`config.mk`:
```
export PLATFORM = sky130hd
export DESIGN_NAME = nmea_sentence_checker_core
export DESIGN_NICKNAME = d
export VERILOG_FILES = /design/src/rtl/core/nmeac_pkg.sv /design/src/rtl/core/nmeac_finish.sv /design/src/rtl/core/nmea_sentence_checker_core.sv
export SDC_FILE = /design/constraint.sdc
export NUM_CORES = 1
export LEC_CHECK = 0
export ABC_AREA = 1
export BUFFER_PORTS_ARGS = -buffer_cell sky130_fd_sc_hd__buf_2
export CORE_ASPECT_RATIO = 0.9
export CORE_MARGIN = 2
export CORE_UTILIZATION = 25
export DETAILED_ROUTE_END_ITERATION = 12
export REMOVE_ABC_BUFFERS = 1
export SYNTH_ARGS = -nofsm -noshare
export SYNTH_HDL_FRONTEND = slang
export SYNTH_SLANG_ARGS = --single-unit
```
`constraint.sdc`:
```
create_clock -name clk -period 5.1 [get_ports clk]
set_input_delay 1.02 -clock clk [delete_from_list [all_inputs] [get_ports clk]]
set_output_delay 1.02 -clock clk [all_outputs]
set_load 0.005 [all_outputs]
```
`src/rtl/core/nmeac_pkg.sv`:
```
// nmeac_pkg: shared constants, types and a helper function of the sentence checker
// no dependencies; imported by nmeac_finish and nmea_sentence_checker_core
`default_nettype none

package nmeac_pkg;

	// longest line kept before the line state is dropped
	localparam int MAX_LINE = 600;
	localparam int LINE_W = $clog2(MAX_LINE + 1);

	localparam int BYTE_W = 8;
	localparam int PAYLOAD_W = 10;
	localparam int COUNT_W = 32;
	localparam int TYPE_W = 4;

	// shortest line that is checked at all is one longer than this
	localparam int MIN_LINE = 6;

	// number of leading characters kept for the prefix match
	localparam int PREFIX_MAX = 8;
	localparam int PREFIX_IDX_W = $clog2(PREFIX_MAX);
	localparam int PREFIX_LEN_W = $clog2(PREFIX_MAX + 1);
	localparam int NUM_TYPES = 12;

	localparam logic [BYTE_W-1:0] CHAR_FIRST = 8'd32;
	localparam logic [BYTE_W-1:0] CHAR_LAST = 8'd126;
	localparam logic [BYTE_W-1:0] CHAR_CR = 8'd13;
	localparam logic [BYTE_W-1:0] CHAR_LF = 8'd10;
	localparam logic [BYTE_W-1:0] CHAR_DOLLAR = "$";
	localparam logic [BYTE_W-1:0] CHAR_STAR = "*";

	typedef enum logic [1:0] {
		CK_MATCH    = 2'd0,
		CK_MISMATCH = 2'd1,
		CK_NONHEX   = 2'd2,
		CK_ABSENT   = 2'd3
	} ck_status_t;

	// sentence prefixes in match priority order, zero padded
	localparam logic [BYTE_W-1:0] PREFIX_CHARS [NUM_TYPES][PREFIX_MAX] = '{
		'{"$", "G", "N", "G", "G", "A", 8'h00, 8'h00},
		'{"$", "G", "P", "G", "G", "A", 8'h00, 8'h00},
		'{"$", "G", "N", "R", "M", "C", 8'h00, 8'h00},
		'{"$", "G", "P", "R", "M", "C", 8'h00, 8'h00},
		'{"$", "G", "P", "G", "S", "V", 8'h00, 8'h00},
		'{"$", "G", "N", "G", "S", "V", 8'h00, 8'h00},
		'{"$", "G", "L", "G", "S", "V", 8'h00, 8'h00},
		'{"$", "G", "A", "G", "S", "V", 8'h00, 8'h00},
		'{"$", "G", "B", "G", "S", "V", 8'h00, 8'h00},
		'{"$", "G", "Q", "G", "S", "V", 8'h00, 8'h00},
		'{"$", "P", "Q", "T", "M", "E", "P", "E"},
		'{"$", "P", "Q", "T", "M", "P", "L", 8'h00}
	};

	localparam logic [PREFIX_LEN_W-1:0] PREFIX_LEN [NUM_TYPES] = '{
		PREFIX_LEN_W'(6), PREFIX_LEN_W'(6), PREFIX_LEN_W'(6), PREFIX_LEN_W'(6),
		PREFIX_LEN_W'(6), PREFIX_LEN_W'(6), PREFIX_LEN_W'(6), PREFIX_LEN_W'(6),
		PREFIX_LEN_W'(6), PREFIX_LEN_W'(6), PREFIX_LEN_W'(8), PREFIX_LEN_W'(7)
	};

	// per-line state, cleared at end of line and on overflow
	typedef struct packed {
		logic [LINE_W-1:0]                  len;
		logic                               dollar;
		logic [PREFIX_MAX-1:0][BYTE_W-1:0]  prefix;
		logic [BYTE_W-1:0]                  run_xor;
		logic [BYTE_W-1:0]                  star_xor;
		logic [LINE_W-1:0]                  star_pos;
		logic [2*BYTE_W-1:0]                digits;
		logic [1:0]                         digit_cnt;
	} line_state_t;

	// verdict on the current line if it were ended now
	typedef struct packed {
		logic                  hit;
		logic [TYPE_W-1:0]     stype;
		ck_status_t            status;
		logic [PAYLOAD_W-1:0]  length;
		logic                  count_err;
	} finish_t;

	typedef struct packed {
		logic       ok;
		logic [3:0] value;
	} hex_t;

	function automatic hex_t hex_decode(input logic [BYTE_W-1:0] ch);
		hex_t r;
		r.ok = 1'b1;
		r.value = 4'd0;
		if (ch >= "0" && ch <= "9") begin
			r.value = 4'(ch - "0");
		end else if (ch >= "A" && ch <= "F") begin
			r.value = 4'(ch - "A" + 8'd10);
		end else if (ch >= "a" && ch <= "f") begin
			r.value = 4'(ch - "a" + 8'd10);
		end else begin
			r.ok = 1'b0;
		end
		return r;
	endfunction

endpackage

`default_nettype wire

```
`src/rtl/core/nmeac_finish.sv`:
```
// nmeac_finish: end-of-line verdict (prefix match and checksum compare)
// depends on nmeac_pkg; purely combinational, fed from the line state register
`default_nettype none

module nmeac_finish
	import nmeac_pkg::*;
(
	input  line_state_t line,
	output finish_t     verdict
);

	logic                          has_ck;
	logic [LINE_W-1:0]             limit;
	logic [LINE_W+PAYLOAD_W-1:0]   limit_wide;
	logic                          found;
	logic [TYPE_W-1:0]             found_type;
	logic                          same;
	hex_t                          hi;
	hex_t                          lo;
	ck_status_t                    status;

	assign has_ck = (line.star_pos != '0) && (line.digit_cnt == 2'd2);
	assign limit = has_ck ? line.star_pos : line.len;
	assign limit_wide = {{PAYLOAD_W{1'b0}}, limit};

	// first matching prefix wins: scan backwards so the lowest index lands last
	always_comb begin
		found = 1'b0;
		found_type = '0;
		same = 1'b0;
		for (int k = NUM_TYPES - 1; k >= 0; k--) begin
			same = (limit >= LINE_W'(PREFIX_LEN[k]));
			for (int i = 0; i < PREFIX_MAX; i++) begin
				if (PREFIX_LEN_W'(i) < PREFIX_LEN[k] && line.prefix[i] != PREFIX_CHARS[k][i]) begin
					same = 1'b0;
				end
			end
			if (same) begin
				found = 1'b1;
				found_type = TYPE_W'(k);
			end
		end
	end

	assign hi = hex_decode(line.digits[2*BYTE_W-1:BYTE_W]);
	assign lo = hex_decode(line.digits[BYTE_W-1:0]);

	always_comb begin
		if (!has_ck) begin
			status = CK_ABSENT;
		end else if (!hi.ok || !lo.ok) begin
			status = CK_NONHEX;
		end else if ({hi.value, lo.value} == line.star_xor) begin
			status = CK_MATCH;
		end else begin
			status = CK_MISMATCH;
		end
	end

	always_comb begin
		verdict.hit = found && line.dollar && (line.len > LINE_W'(MIN_LINE));
		verdict.stype = found_type;
		verdict.status = status;
		verdict.length = limit_wide[PAYLOAD_W-1:0];
		verdict.count_err = verdict.hit && (status == CK_MISMATCH || status == CK_NONHEX);
	end

endmodule

`default_nettype wire

```
`src/rtl/core/nmea_sentence_checker_core.sv`:
```
// nmea_sentence_checker_core: top level of the nmea 0183 sentence checker
// depends on nmeac_pkg and nmeac_finish
`default_nettype none

// One received byte enters per item on the rx_byte channel. Printable bytes (32..126) extend
// the current line, CR or LF end it, all other bytes are ignored; a line that grows past
// MAX_LINE characters is thrown away. At the end of a line longer than six characters that
// starts with '$' and begins with one of the twelve known sentence prefixes, one result item
// comes out: the sentence type, the checksum status, the payload length (index of the last
// '*' when a two-digit checksum follows it, else the whole line length) and the running count
// of bad checksums. Sentences with a bad checksum are still reported; they only bump the
// wrapping error counter. Lines that do not qualify produce nothing. The block takes one byte
// per cycle except while stalled: each byte is held in an input register, and the line update,
// prefix match and checksum compare are all combinational on it, so a result is loaded into the
// output register as its CR/LF byte leaves the input register. A result waiting in the output
// register stalls the input register only when the consumer holds out_ready low.
module nmea_sentence_checker_core
	import nmeac_pkg::*;
(
	input  wire logic                  clk,
	input  wire logic                  arst_n,
	input  wire logic                  in_valid,
	output      logic                  in_ready,
	input  wire logic [BYTE_W-1:0]     rx_byte,
	output      logic                  out_valid,
	input  wire logic                  out_ready,
	output      logic [TYPE_W-1:0]     sentence_type,
	output      logic [1:0]            checksum_status,
	output      logic [PAYLOAD_W-1:0]  payload_length,
	output      logic [COUNT_W-1:0]    checksum_errors
);

	// input register
	logic                valid_s1;
	logic [BYTE_W-1:0]   byte_s1;

	// line state and error counter
	line_state_t         line_q;
	line_state_t         line_next;
	logic [COUNT_W-1:0]  errors_q;
	logic [COUNT_W-1:0]  errors_next;

	// output register
	logic                out_valid_q;
	logic [TYPE_W-1:0]   type_q;
	ck_status_t          status_q;
	logic [PAYLOAD_W-1:0] length_q;
	logic [COUNT_W-1:0]  count_q;

	finish_t             verdict;
	logic                out_free;
	logic                advance;
	logic                printable;
	logic                eol;
	logic                emit;

	// output slot is free when empty or being drained this cycle
	assign out_free = !out_valid_q || out_ready;
	assign advance = valid_s1 && out_free;
	assign in_ready = !valid_s1 || out_free;

	assign printable = (byte_s1 >= CHAR_FIRST) && (byte_s1 <= CHAR_LAST);
	assign eol = (byte_s1 == CHAR_CR) || (byte_s1 == CHAR_LF);
	assign emit = advance && eol && verdict.hit;

	// verdict is formed on the line as it stood before the terminating byte
	nmeac_finish u_finish (
		.line    (line_q),
		.verdict (verdict)
	);

	// one byte of line update
	always_comb begin
		line_next = line_q;
		if (printable) begin
			if (line_q.len == '0) begin
				line_next.dollar = (byte_s1 == CHAR_DOLLAR);
			end
			if (line_q.len < LINE_W'(PREFIX_MAX)) begin
				line_next.prefix[line_q.len[PREFIX_IDX_W-1:0]] = byte_s1;
			end
			// a star in the first position is not a checksum marker
			if (line_q.len != '0) begin
				if (byte_s1 == CHAR_STAR) begin
					line_next.star_xor = line_q.run_xor;
					line_next.star_pos = line_q.len;
					line_next.digits = '0;
					line_next.digit_cnt = 2'd0;
				end else if (line_q.star_pos != '0 && line_q.digit_cnt != 2'd2) begin
					if (line_q.digit_cnt == 2'd0) begin
						line_next.digits[2*BYTE_W-1:BYTE_W] = byte_s1;
					end else begin
						line_next.digits[BYTE_W-1:0] = byte_s1;
					end
					line_next.digit_cnt = line_q.digit_cnt + 2'd1;
				end
				line_next.run_xor = line_q.run_xor ^ byte_s1;
			end
			line_next.len = line_q.len + LINE_W'(1);
			// overlong line: drop everything gathered so far
			if (line_q.len == LINE_W'(MAX_LINE)) begin
				line_next = '0;
			end
		end else if (eol) begin
			line_next = '0;
		end
	end

	assign errors_next = errors_q + COUNT_W'(verdict.count_err && eol);

	always_ff @(posedge clk or negedge arst_n) begin
		if (!arst_n) begin
			valid_s1 <= 1'b0;
		end else if (in_valid && in_ready) begin
			valid_s1 <= 1'b1;
		end else if (advance) begin
			valid_s1 <= 1'b0;
		end
	end

	always_ff @(posedge clk) begin
		if (in_valid && in_ready) begin
			byte_s1 <= rx_byte;
		end
	end

	always_ff @(posedge clk or negedge arst_n) begin
		if (!arst_n) begin
			line_q <= '0;
			errors_q <= '0;
		end else if (advance) begin
			line_q <= line_next;
			errors_q <= errors_next;
		end
	end

	always_ff @(posedge clk or negedge arst_n) begin
		if (!arst_n) begin
			out_valid_q <= 1'b0;
		end else if (emit) begin
			out_valid_q <= 1'b1;
		end else if (out_ready) begin
			out_valid_q <= 1'b0;
		end
	end

	always_ff @(posedge clk) begin
		if (emit) begin
			type_q <= verdict.stype;
			status_q <= verdict.status;
			length_q <= verdict.length;
			count_q <= errors_next;
		end
	end

	assign out_valid = out_valid_q;
	assign sentence_type = type_q;
	assign checksum_status = status_q;
	assign payload_length = length_q;
	assign checksum_errors = count_q;

	// a bad checksum on a reported sentence adds exactly one to the counter
	a_err_count: assert property (@(posedge clk) disable iff (!arst_n)
		emit && verdict.count_err |=> errors_q == $past(errors_q) + COUNT_W'(1))
		else $error("error counter did not advance on a bad checksum");

	// the counter moves only when a result is produced
	a_err_only_on_emit: assert property (@(posedge clk) disable iff (!arst_n)
		!emit |=> errors_q == $past(errors_q))
		else $error("error counter changed without a result");

	// the kept line never exceeds its limit
	a_line_bound: assert property (@(posedge clk) disable iff (!arst_n)
		line_q.len <= LINE_W'(MAX_LINE))
		else $error("line length past limit");

	// a reported sentence always covers at least a full short prefix
	a_length_min: assert property (@(posedge clk) disable iff (!arst_n)
		out_valid_q |-> length_q >= PAYLOAD_W'(MIN_LINE))
		else $error("reported payload shorter than any prefix");

endmodule

`default_nettype wire
```
==> results.tsv, run 1 <==
metric	value	unit
status	finished clean	
clk slew on worst S/H paths	0.06	ns
DRT Wirelength	24400	µm
1st-iter DRT viols	636	
Least-Margin Pin Slew	1.04	ns
CTS Hold Bufs	0	
die area	42300	µm²
Skew-Pair Late Insertion Delay	0.54	ns
Async S/R FF share, synth	0.732	
setup_tns	0	ns
RSZ-0062 raised after global routing	no	
GRT Total Usage	0.116	
final setup fails	0	
drt drc	0	
# Post-CTS Setup Buffers	0	
share of cells above drive strength 1	0.118	
worst reg2reg path depth	29	
reg-to-reg endpoint	errors_q[30]	
WL/cell	13.8	µm
I/O Pins	62	
crit path capture type	flip-flop	
count of clock tree sinks	209	
total CTS buffers	25	
IO buf count	61	
critical path arrival	5.00	ns
Final Worst Setup Slack	0.579	ns
Slew Limit Headroom	0.304	
RD Place Congestion	0.828	
first-pass GRT wire length	40300	µm
Post-DP HPWL	17200	µm
Synth top cells by count	nand2_1, inv_1, dfrtp_1	
Setup WS pre-CTS	0.564	ns
Synth Flop Type	dfrtp_1	
Hold Vio Cnt, Final	0	
critical path class	flip-flop to flip-flop	
leakage power	0.00510	µW
fill cell count	4256	
PwrDens	400	nW/µm²
Tcrit/Tclk final	0.886	
Max Cap Viol	0	
Final Skew	0.0194	ns
CTS tree	done	
Crit Reg-Reg Startpoint	line_q[0]	
clk root buf	clkbuf_16	
most common cell in the synthesized netlist	nand2_1	
vias in the first global route	7597	
largest net degree at the start of global routing	91	
core area	40400	µm²
grt total ovfl	0	
Yosys cell types	47	
beginning of the critical path	line_q[0]	
starting density of the core	0.252	
DRT Pass-1 Iters	6	
flop2flop setup slack	0.58	ns
Final Max Slew Viols	0	
area grow syn2layout	17.1	%
syn_area_per_cell	8.77	µm²
area leader, netlist	dfrtp_1	
Data required, critical path	5.58	ns
n_diodes	0	
CTS H-tree lvls	1	
clk buf depth	3	
CP max-delay cell	dfrtp_1	
number of synthesized flops with an enable pin	56	
top cells by area, synth	dfrtp_1, edfxtp_1, nand2_1, inv_1, nand3_1	
Layout Nets	1243	
Yosys warning count	0	
DR vias	7921	
Chip Width	217	µm
Die Ht	195	µm
Util after Layout	0.295	
Cells after Synth	1159	
most frequent cell on the critical path	nand2_1	
initial antenna violation count	0	
peak supply drop	0.265	mV
Critical Path Sink	errors_q[30]	
max incr delay on CP	0.39	ns
final worst path period need	4.52	ns
Hold WC Path Type	flip-flop to flip-flop	
DRT antenna net count	0	
Fmax	221	MHz
via/cell ratio	4.46	
share of the synthesized area in the top cell type	0.377	
post-synthesis cell area	10200	µm²
CP max FO	16	
Core Rows	70	
post-CTS resize count	0	
CP startpoint kind	flip-flop	
sequential area share after synthesis	0.542	
flops & latches, synth	209	
==> layer usage <==
layer,track usage,up-vias,routed length [µm]
met1,0.176,3769,12500
met5,0,-,0
met2,0.174,200,10300
li1,-,3917,-
met4,0.0271,0,492
met3,0.0176,35,1180
==> report_power, final <==
group | leakage [µW] | switching [µW] | internal, µW | total [µW]
clock network | 0.000430 | 721 | 1200 | 1930
registers | 0.00254 | 155 | 1920 | 2070
logic | 0.00213 | 508 | 250 | 758
==> cells in the final DEF (no fill, tap or decap), types with 3 or more instances in the layout <==
| cell | count |
|---|---|
| dfrtp_1 | 153 |
| clkinv_2 | 3 |
| buf_2 | 60 |
| clkbuf_1 | 5 |
| edfxtp_1 | 56 |
| inv_2 | 11 |
| nor2_1 | 107 |
| nor4_1 | 16 |
| nand3_1 | 96 |
| o21ai_0 | 89 |
| a21oi_1 | 30 |
| nand2_4 | 3 |
| xor2_1 | 32 |
| clkbuf_16 | 25 |
| o21ai_1 | 23 |
| nor3b_1 | 7 |
| bufinv_16 | 5 |
| o31ai_1 | 5 |
| o21ai_2 | 8 |
| clkinv_1 | 3 |
| clkinvlp_4 | 3 |
| nor3_2 | 4 |
| inv_1 | 168 |
| nor3_1 | 42 |
| nand4_1 | 24 |
| ha_1 | 14 |
| clkbuf_8 | 3 |
| buf_4 | 3 |
| nand2_1 | 208 |
==> per-stage QoR <==
step           hold slack, ns  instances  power, µW  cell area (µm²)
2_1_floorplan           0.458       1126       2630            10000
3_3_place_gp            0.476       1730       2830            11000
3_5_place_dp            0.484       1730       2860            11000
4_1_cts                 0.496       1776       4800            11900
5_1_grt                 0.518       1776       5020            11900
6_report                0.494       1776       4760            11900
==> flip-flops by register name, summed over array words and instances (netlist names), 2 cells and up <==
| name | cells |
|---|---|
| byte_s1 | 8 |
| line_q | 119 |
| checksum_status | 2 |
| sentence_type | 4 |
| errors_q | 32 |
| checksum_errors | 32 |
| payload_length | 10 |
==> cells by family after synthesis <==
kind of cell               synth area share
DFF                                   0.542
buffers and inverters                0.0841
xor gates and xnor gates             0.0293
and+or+nand+nor                       0.234
AOI/OAI and AO/OA                    0.0937
adders and majority gates            0.0172
==> critical path: cells and delay by family (launching register included) <==
kind | cells | cell delay (ns)
DFF | 1 | 0.39
AOI/OAI and AO/OA | 2 | 0.66
adders and majority gates | 2 | 0.44
buffers and inverters | 5 | 0.43
xor gates and xnor gates | 1 | 0.22
and+or+nand+nor | 19 | 2.33
==> how the worst min path moves through the flow <==
stage,from,to,slack [ns],cells after the start
floorplan,line_q[0],line_q[0],0.46,1
global placement,line_q[51],line_q[51],0.48,2
detailed placement,line_q[51],line_q[51],0.48,2
CTS,line_q[59],line_q[59],0.50,2
global route,line_q[99],line_q[99],0.52,2
finish,line_q[83],line_q[83],0.49,2
==> cell type report <==
cell class | instances | area, µm² | share of cell area
sequential | 209 | 5510 | 0.463
multi-input combinational | 735 | 3800 | 0.319
clock buffer | 33 | 686 | 0.0576
inverter | 182 | 686 | 0.0576
tap | 540 | 676 | 0.0567
timing repair buffer | 64 | 334 | 0.0281
clock inverter | 13 | 211 | 0.0178
Note: power is estimated with default switching activity, not from simulation.
==> run 2: changes to the inputs <==
==> constraint.sdc (replaced) <==
create_clock -name clk -period 5.1 [get_ports clk]
set_input_delay 1.53 -clock clk [delete_from_list [all_inputs] [get_ports clk]]
set_output_delay 1.53 -clock clk [all_outputs]
set_load 0.005 [all_outputs]
==> run 2 against run 1 <==
  * Via count down 1.2%
  * Largest cell class unchanged
  * Wire length down 0.75%
  * Non-clock buffer count down 1
  * Die area unchanged
  * Sequential power about the same
  * Critical path depth unchanged
==> results.tsv, run 2 (same netlist as run 1, synthesis figures left out) <==
metric	value	unit	change
RD Place Congestion	0.843		+1.9%
reg-to-reg endpoint	errors_q[30]		
via/cell ratio	4.41		-1.1%
Max Cap Viol	0		unchanged
die area	42300	µm²	unchanged
WL/cell	13.7	µm	-0.69%
n_diodes	0		unchanged
# Post-CTS Setup Buffers	0		unchanged
IO buf count	61		unchanged
worst reg2reg path depth	29		unchanged
Chip Width	217	µm	unchanged
fill cell count	4237		-0.45%
Final Max Slew Viols	0		unchanged
DRT antenna net count	0		unchanged
drt drc	0		unchanged
share of cells above drive strength 1	0.117		-0.000714
DRT Pass-1 Iters	5		-1
Post-DP HPWL	17100	µm	-0.63%
Slew Limit Headroom	0.316		+0.0116
Hold WC Path Type	flip-flop to flip-flop		
commonest non-fill, non-tap cell in the layout	nand2_1		
Tcrit/Tclk final	0.894		+0.00781
Crit Reg-Reg Startpoint	line_q[0]		
Levels on crit path	29		unchanged
CP max FO	16		unchanged
peak supply drop	0.194	mV	-27%
core area	40400	µm²	unchanged
total CTS buffers	26		+4.0%
Die Ht	195	µm	unchanged
CTS Hold Bufs	0		unchanged
flop2flop setup slack	0.54	ns	-0.04 ns
grt total ovfl	0		unchanged
1st-iter DRT viols	644		+1.3%
PwrDens	393	nW/µm²	-1.6%
Least-Margin Pin Slew	1.02	ns	-0.0188 ns
RSZ-0062 raised after global routing	no		
Fmax	219	MHz	-0.87%
Biggest register	line_q		
Layout Nets	1243		unchanged
CP startpoint kind	flip-flop		
Hold Vio Cnt, Final	0		unchanged
clk buf depth	3		unchanged
CTS tree	done		
count of clock tree sinks	209		unchanged
most frequent cell on the critical path	nand2_1		
Final Skew	0.0262	ns	+0.00681 ns
post-CTS resize count	0		unchanged
Skew-Pair Late Insertion Delay	0.53	ns	about the same
clk slew on worst S/H paths	0.06	ns	about the same
initial antenna violation count	0		unchanged
I/O Pins	62		unchanged
starting density of the core	0.252		unchanged
beginning of the critical path	line_q[0]		
DRT Wirelength	24300	µm	-0.75%
GRT Total Usage	0.117		+0.000219
first-pass GRT wire length	40500	µm	+0.43%
number of flip-flops in the largest register	119		unchanged
Data required, critical path	5.57	ns	about the same
worst hold stages	2		unchanged
commonest cells after routing, fill and taps aside	nand2_1, inv_1, dfrtp_1, nor2_1, nand3_1		
multi-input logic area	3800	µm²	unchanged
critical path arrival	5.03	ns	+0.03 ns
final setup fails	0		unchanged
clk root buf	clkbuf_16		
area grow syn2layout	16.9	%	
leakage power	0.00510	µW	about the same
CTS H-tree lvls	1		unchanged
CP max-delay cell	dfrtp_1		
Core Rows	70		unchanged
Sequential Area	5510	µm²	unchanged
Crit path buffers/inverters	5		unchanged
DR vias	7828		-1.2%
final worst path period need	4.56	ns	+0.0398 ns
crit path capture type	flip-flop		
Largest delay share family, worst path	simple AND/OR/NAND/NOR gates		
status	finished clean		
largest net degree at the start of global routing	105		+15%
Critical Path Sink	errors_q[30]		
setup_tns	0	ns	unchanged
max incr delay on CP	0.39	ns	about the same
critical path class	flip-flop to flip-flop		
vias in the first global route	7775		+2.3%
total power	4670	µW	-1.8%
==> run 2: cell types whose count changed in the layout (fill, tap and decap cells not counted), moves of 2 or more <==
cell and change:
bufinv_16 -3, clkinvlp_4 -3, buf_4 -2, clkbuf_16 +2
clkbuf_8 +3
==> run 2: per-layer routing <==
layer / vias up / track usage / share of wire
li1: 3909 / - / -
met1: 3696 / 0.174 / 0.50
met2: 186 / 0.177 / 0.43
met3: 37 / 0.0170 / 0.052
met4: 0 / 0.0277 / 0.020
met5: - / 0 / 0
==> run 2: worst min-delay path by stage <==
stage,from,to,slack [ns]
3_3_place_gp,line_q[51],line_q[51],0.48
3_5_place_dp,line_q[51],line_q[51],0.48
6_report,line_q[51],line_q[51],0.49
4_1_cts,line_q[51],line_q[51],0.49
2_1_floorplan,line_q[0],line_q[0],0.46
5_1_grt,line_q[43],line_q[43],0.51
==> run 2: worst reg2reg max path, delay by kind of cell (launching register included) <==
kind | cells | cell delay, ns
flip-flops | 1 | 0.39
adder cells (fa/ha/maj) | 2 | 0.45
AND/OR/NAND/NOR | 19 | 2.29
buffers and inverters | 5 | 0.45
AO/OA/AOI/OAI | 2 | 0.70
XOR/XNOR | 1 | 0.21
==> run 2: metrics by stage <==
step	cell area, µm²	utilization	hold slack (ns)	instances	setup slack [ns]
after floorplan	10000	-	0.458	1126	0.0593
after global placement	11000	0.273	0.477	1729	0.780
after detailed placement	11000	0.273	0.481	1729	0.544
after CTS	11900	0.294	0.495	1775	0.528
after global routing	11900	0.294	0.510	1775	0.0171
final	11900	0.294	0.486	1775	0.539
==> run 2: power by group <==
part | total [µW] | internal [µW] | leakage, µW | switching (µW)
Combinational | 753 | 250 | 0.00213 | 503
Sequential | 2070 | 1920 | 0.00254 | 155
Clock | 1850 | 1150 | 0.000432 | 696
==> run 2: cell type report <==
type,instances,share of cell area
Clock buffer,38,0.0654
Clock inverter,8,0.00779
Inverter,182,0.0577
Multi-Input combinational cell,735,0.320
Sequential cell,209,0.464
Tap cell,540,0.0569
Timing Repair Buffer,63,0.0285
==> run 3: changes to the inputs <==
--- a/config.mk
+++ b/config.mk
@@ -5,7 +5,6 @@
 export SDC_FILE = /design/constraint.sdc
 export NUM_CORES = 1
 export LEC_CHECK = 0
-export ABC_AREA = 1
 export BUFFER_PORTS_ARGS = -buffer_cell sky130_fd_sc_hd__buf_2
 export CORE_ASPECT_RATIO = 0.9
 export CORE_MARGIN = 2
==> run 3 against run 2 <==
  * Sequential power shrank 5%
  * Synthesized area fell by 0.48%
  * Highest routed layer unchanged
  * Clock skew shrank 0.018 ns
  * Utilization increased by 0.41 points
  * Via count decreased by 4.2%
  * Hold slack got worse by 0.0051 ns
  * Combinational power shrank 13%
  * First-iteration DRC count down 27%
  * Non-clock buffer count is 28 higher
  * Final cell count decreased by 7.9%
==> results.tsv, run 3 <==
metric	value	unit	change
flops & latches, synth	209		unchanged
via/cell ratio	4.59		+4.1%
Slew Limit Headroom	0.250		-0.0652
PwrDens	346	nW/µm²	-12%
peak supply drop	0.193	mV	-0.31%
sequential area share after synthesis	0.545		+0.00261
CP max FO	9		-7
final worst path period need	4.57	ns	+0.00551 ns
clk root buf	clkbuf_16		
most frequent cell on the critical path	nand4_1		
GRT Total Usage	0.116		-0.000498
Chip Width	216	µm	-0.24%
core area	39700	µm²	-1.6%
Synth top cells by count	nand2_1, dfrtp_1, o21ai_0		
WL/cell	14.8	µm	+8.6%
Core Rows	69		-1.4%
clk slew on worst S/H paths	0.06	ns	about the same
Final Skew	0.00795	ns	-0.0183 ns
Skew-Pair Late Insertion Delay	0.50	ns	-0.03 ns
flop2flop setup slack	0.53	ns	about the same
RSZ-0062 raised after global routing	no		
area grow syn2layout	17.1	%	
cell total after placement	1595		-7.8%
Die Ht	195	µm	-0.24%
total CTS buffers	21		-19%
Fmax	219	MHz	-0.12%
CP startpoint kind	flip-flop		
max incr delay on CP	0.62	ns	+0.23 ns
most common cell in the synthesized netlist	nand2_1		
final setup fails	0		unchanged
grt total ovfl	0		unchanged
IO buf count	61		unchanged
starting density of the core	0.255		+0.00298
CTS H-tree lvls	1		unchanged
Final Max Slew Viols	0		unchanged
status	finished clean		
commonest cells after routing, fill and taps aside	nand2_1, dfrtp_1, o21ai_0, buf_2		
Least-Margin Pin Slew	1.12	ns	+0.0941 ns
crit path capture type	flip-flop		
Tcrit/Tclk final	0.895		+0.00108
Yosys cell types	75		+60%
area leader, netlist	dfrtp_1		
syn_area_per_cell	9.93	µm²	+13%
Async S/R FF share, synth	0.732		unchanged
1st-iter DRT viols	470		-27%
Data required, critical path	5.49	ns	-0.08 ns
worst reg2reg path depth	17		-41%
count of clock tree sinks	209		unchanged
share of cells above drive strength 1	0.139		+0.0214
Max Cap Viol	0		unchanged
initial antenna violation count	0		unchanged
first-pass GRT wire length	40000	µm	-1.3%
critical path arrival	4.95	ns	-0.08 ns
n_diodes	0		unchanged
hold path startpoint	line_q[101]		
Largest delay share family, worst path	simple AND/OR/NAND/NOR gates		
Crit Reg-Reg Startpoint	line_q[10]		
Biggest register	line_q		
DRT Pass-1 Iters	5		unchanged
vias in the first global route	7137		-8.2%
I/O Pins	62		unchanged
Hold Vio Cnt, Final	0		unchanged
leakage power	0.00500	µW	-1.9%
Synth Flop Type	dfrtp_1		
Hold Path End	line_q[101]		
drt drc	0		unchanged
Layout Nets	1114		-10%
reg-to-reg endpoint	errors_q[24]		
setup_tns	0	ns	unchanged
die area	42100	µm²	-0.47%
number of flip-flops in the largest register	119		unchanged
CP max-delay cell	or4_1		
worst hold stages	2		unchanged
CP cell instances	inv_1 -> ha_1 -> nor2b_1 -> or4b_2 -> a21oi_1 -> o31ai_1 -> nand4_1 -> nor4_2 -> a211oi_2 -> ha_1 -> nand4_1 -> or4_1 -> nor2_2 -> nand4_1 -> nor2_1 -> nand3_1 -> xnor2_1		
share of the synthesized area in the top cell type	0.378		+0.00182
DR vias	7499		-4.2%
DRT Wirelength	24300	µm	about the same
CTS tree	done		
clk buf depth	3		unchanged
Cells after Synth	1019		-12%
Post-DP HPWL	17100	µm	about the same
Yosys warning count	0		unchanged
RD Place Congestion	0.815		-3.3%
Crit path buffers/inverters	1		-4
Hold WC Path Type	flip-flop to flip-flop		
largest net degree at the start of global routing	93		-11%
critical path class	flip-flop to flip-flop		
number of synthesized flops with an enable pin	56		unchanged
top cells by area, synth	dfrtp_1, edfxtp_1, nand2_1, xnor2_1, o21ai_0		
commonest non-fill, non-tap cell in the layout	nand2_1		
post-synthesis cell area	10100	µm²	-0.48%
DRT antenna net count	0		unchanged
non-filler cells, final	1634		-7.9%
==> run 3: cell count changes after synthesis, moves of 26 or more <==
cell,delta
clkbuf_1,+27
inv_1,-151
nand2_1,+32
nand3_1,-65
nor2_1,-51
nor3_1,-26
o21ai_0,-29
xnor2_1,+36
==> run 3: kinds of logic (layout without fill, tap and decap cells) <==
| logic type | count (synthesis) | after routing | share of synthesized area |
|---|---|---|---|
| compound gates | 178 | 178 | 0.114 |
| xor+xnor | 72 | 72 | 0.0623 |
| fa+ha+maj | 14 | 14 | 0.0173 |
| buf+inv | 63 | 146 | 0.0240 |
| flops | 209 | 209 | 0.545 |
| mux | 10 | 10 | 0.0130 |
| simple gates | 473 | 473 | 0.225 |
==> run 3: through the flow <==
step | hold WS (ns) | power, µW | utilization | setup WS (ns) | area [µm²]
2_1_floorplan | 0.441 | 2410 | - | 0.491 | 9940
3_3_place_gp | 0.462 | 2620 | 0.281 | 0.416 | 11200
3_5_place_dp | 0.470 | 2640 | 0.281 | 0.255 | 11200
4_1_cts | 0.483 | 4140 | 0.297 | 0.243 | 11800
5_1_grt | 0.498 | 4320 | 0.298 | 0.0347 | 11900
6_report | 0.481 | 4100 | 0.298 | 0.534 | 11900
==> run 3: power by group <==
group	switching (µW)	total (µW)	leakage, µW	internal [µW]
registers	136	1970	0.00271	1840
clock network	632	1470	0.000322	839
logic	397	658	0.00197	260
total	1160	4100	0.00500	2940
==> run 3: area by class of cell <==
| type | instances | area (µm²) |
|---|---|---|
| clock buffer | 29 | 576 |
| clock inverter | 8 | 65.1 |
| fill | 4169 | 27900 |
| inverter | 18 | 67.6 |
| multi-input combinational | 747 | 4400 |
| sequential | 209 | 5510 |
| tap | 532 | 666 |
| timing repair buffer | 91 | 562 |
==> run 3: routing by layer <==
metal | GRT usage | share of wire
met5 | 0 | 0
met4 | 0.0236 | 0.017
met3 | 0.0194 | 0.049
met2 | 0.167 | 0.42
met1 | 0.181 | 0.52
==> run 3: how the worst max path moves through the flow <==
| stage | start | to | slack (ns) | cells past startpoint |
|---|---|---|---|---|
| 6_report | line_q[10] | errors_q[24] | 0.53 | 17 |
| 3_3_place_gp | line_q[25] | errors_q[24] | 0.42 | 15 |
| 3_5_place_dp | line_q[25] | errors_q[24] | 0.26 | 15 |
| 4_1_cts | line_q[19] | errors_q[24] | 0.24 | 15 |
| 5_1_grt | line_q[71] | errors_q[24] | 0.03 | 16 |
| 2_1_floorplan | line_q[0] | checksum_errors[0] | 0.49 | 9 |
==> run 3: worst reg2reg max path: cells and delay by family (launching register included) <==
kind                       cells  cell delay (ns)
and+or+nand+nor               10             2.55
xor gates and xnor gates       1             0.14
adders and majority gates      2             0.50
DFF                            1             0.51
AOI/OAI and AO/OA              3             0.59
buffers and inverters          1             0.16
==> run 3: timing repair <==
action | 4_1_cts | 5_1_grt
endpoints found under the setup margin | 0 | 11
resized for setup | 0 | 5
hold buffers | 0 | 0
setup buffers | 0 | 2
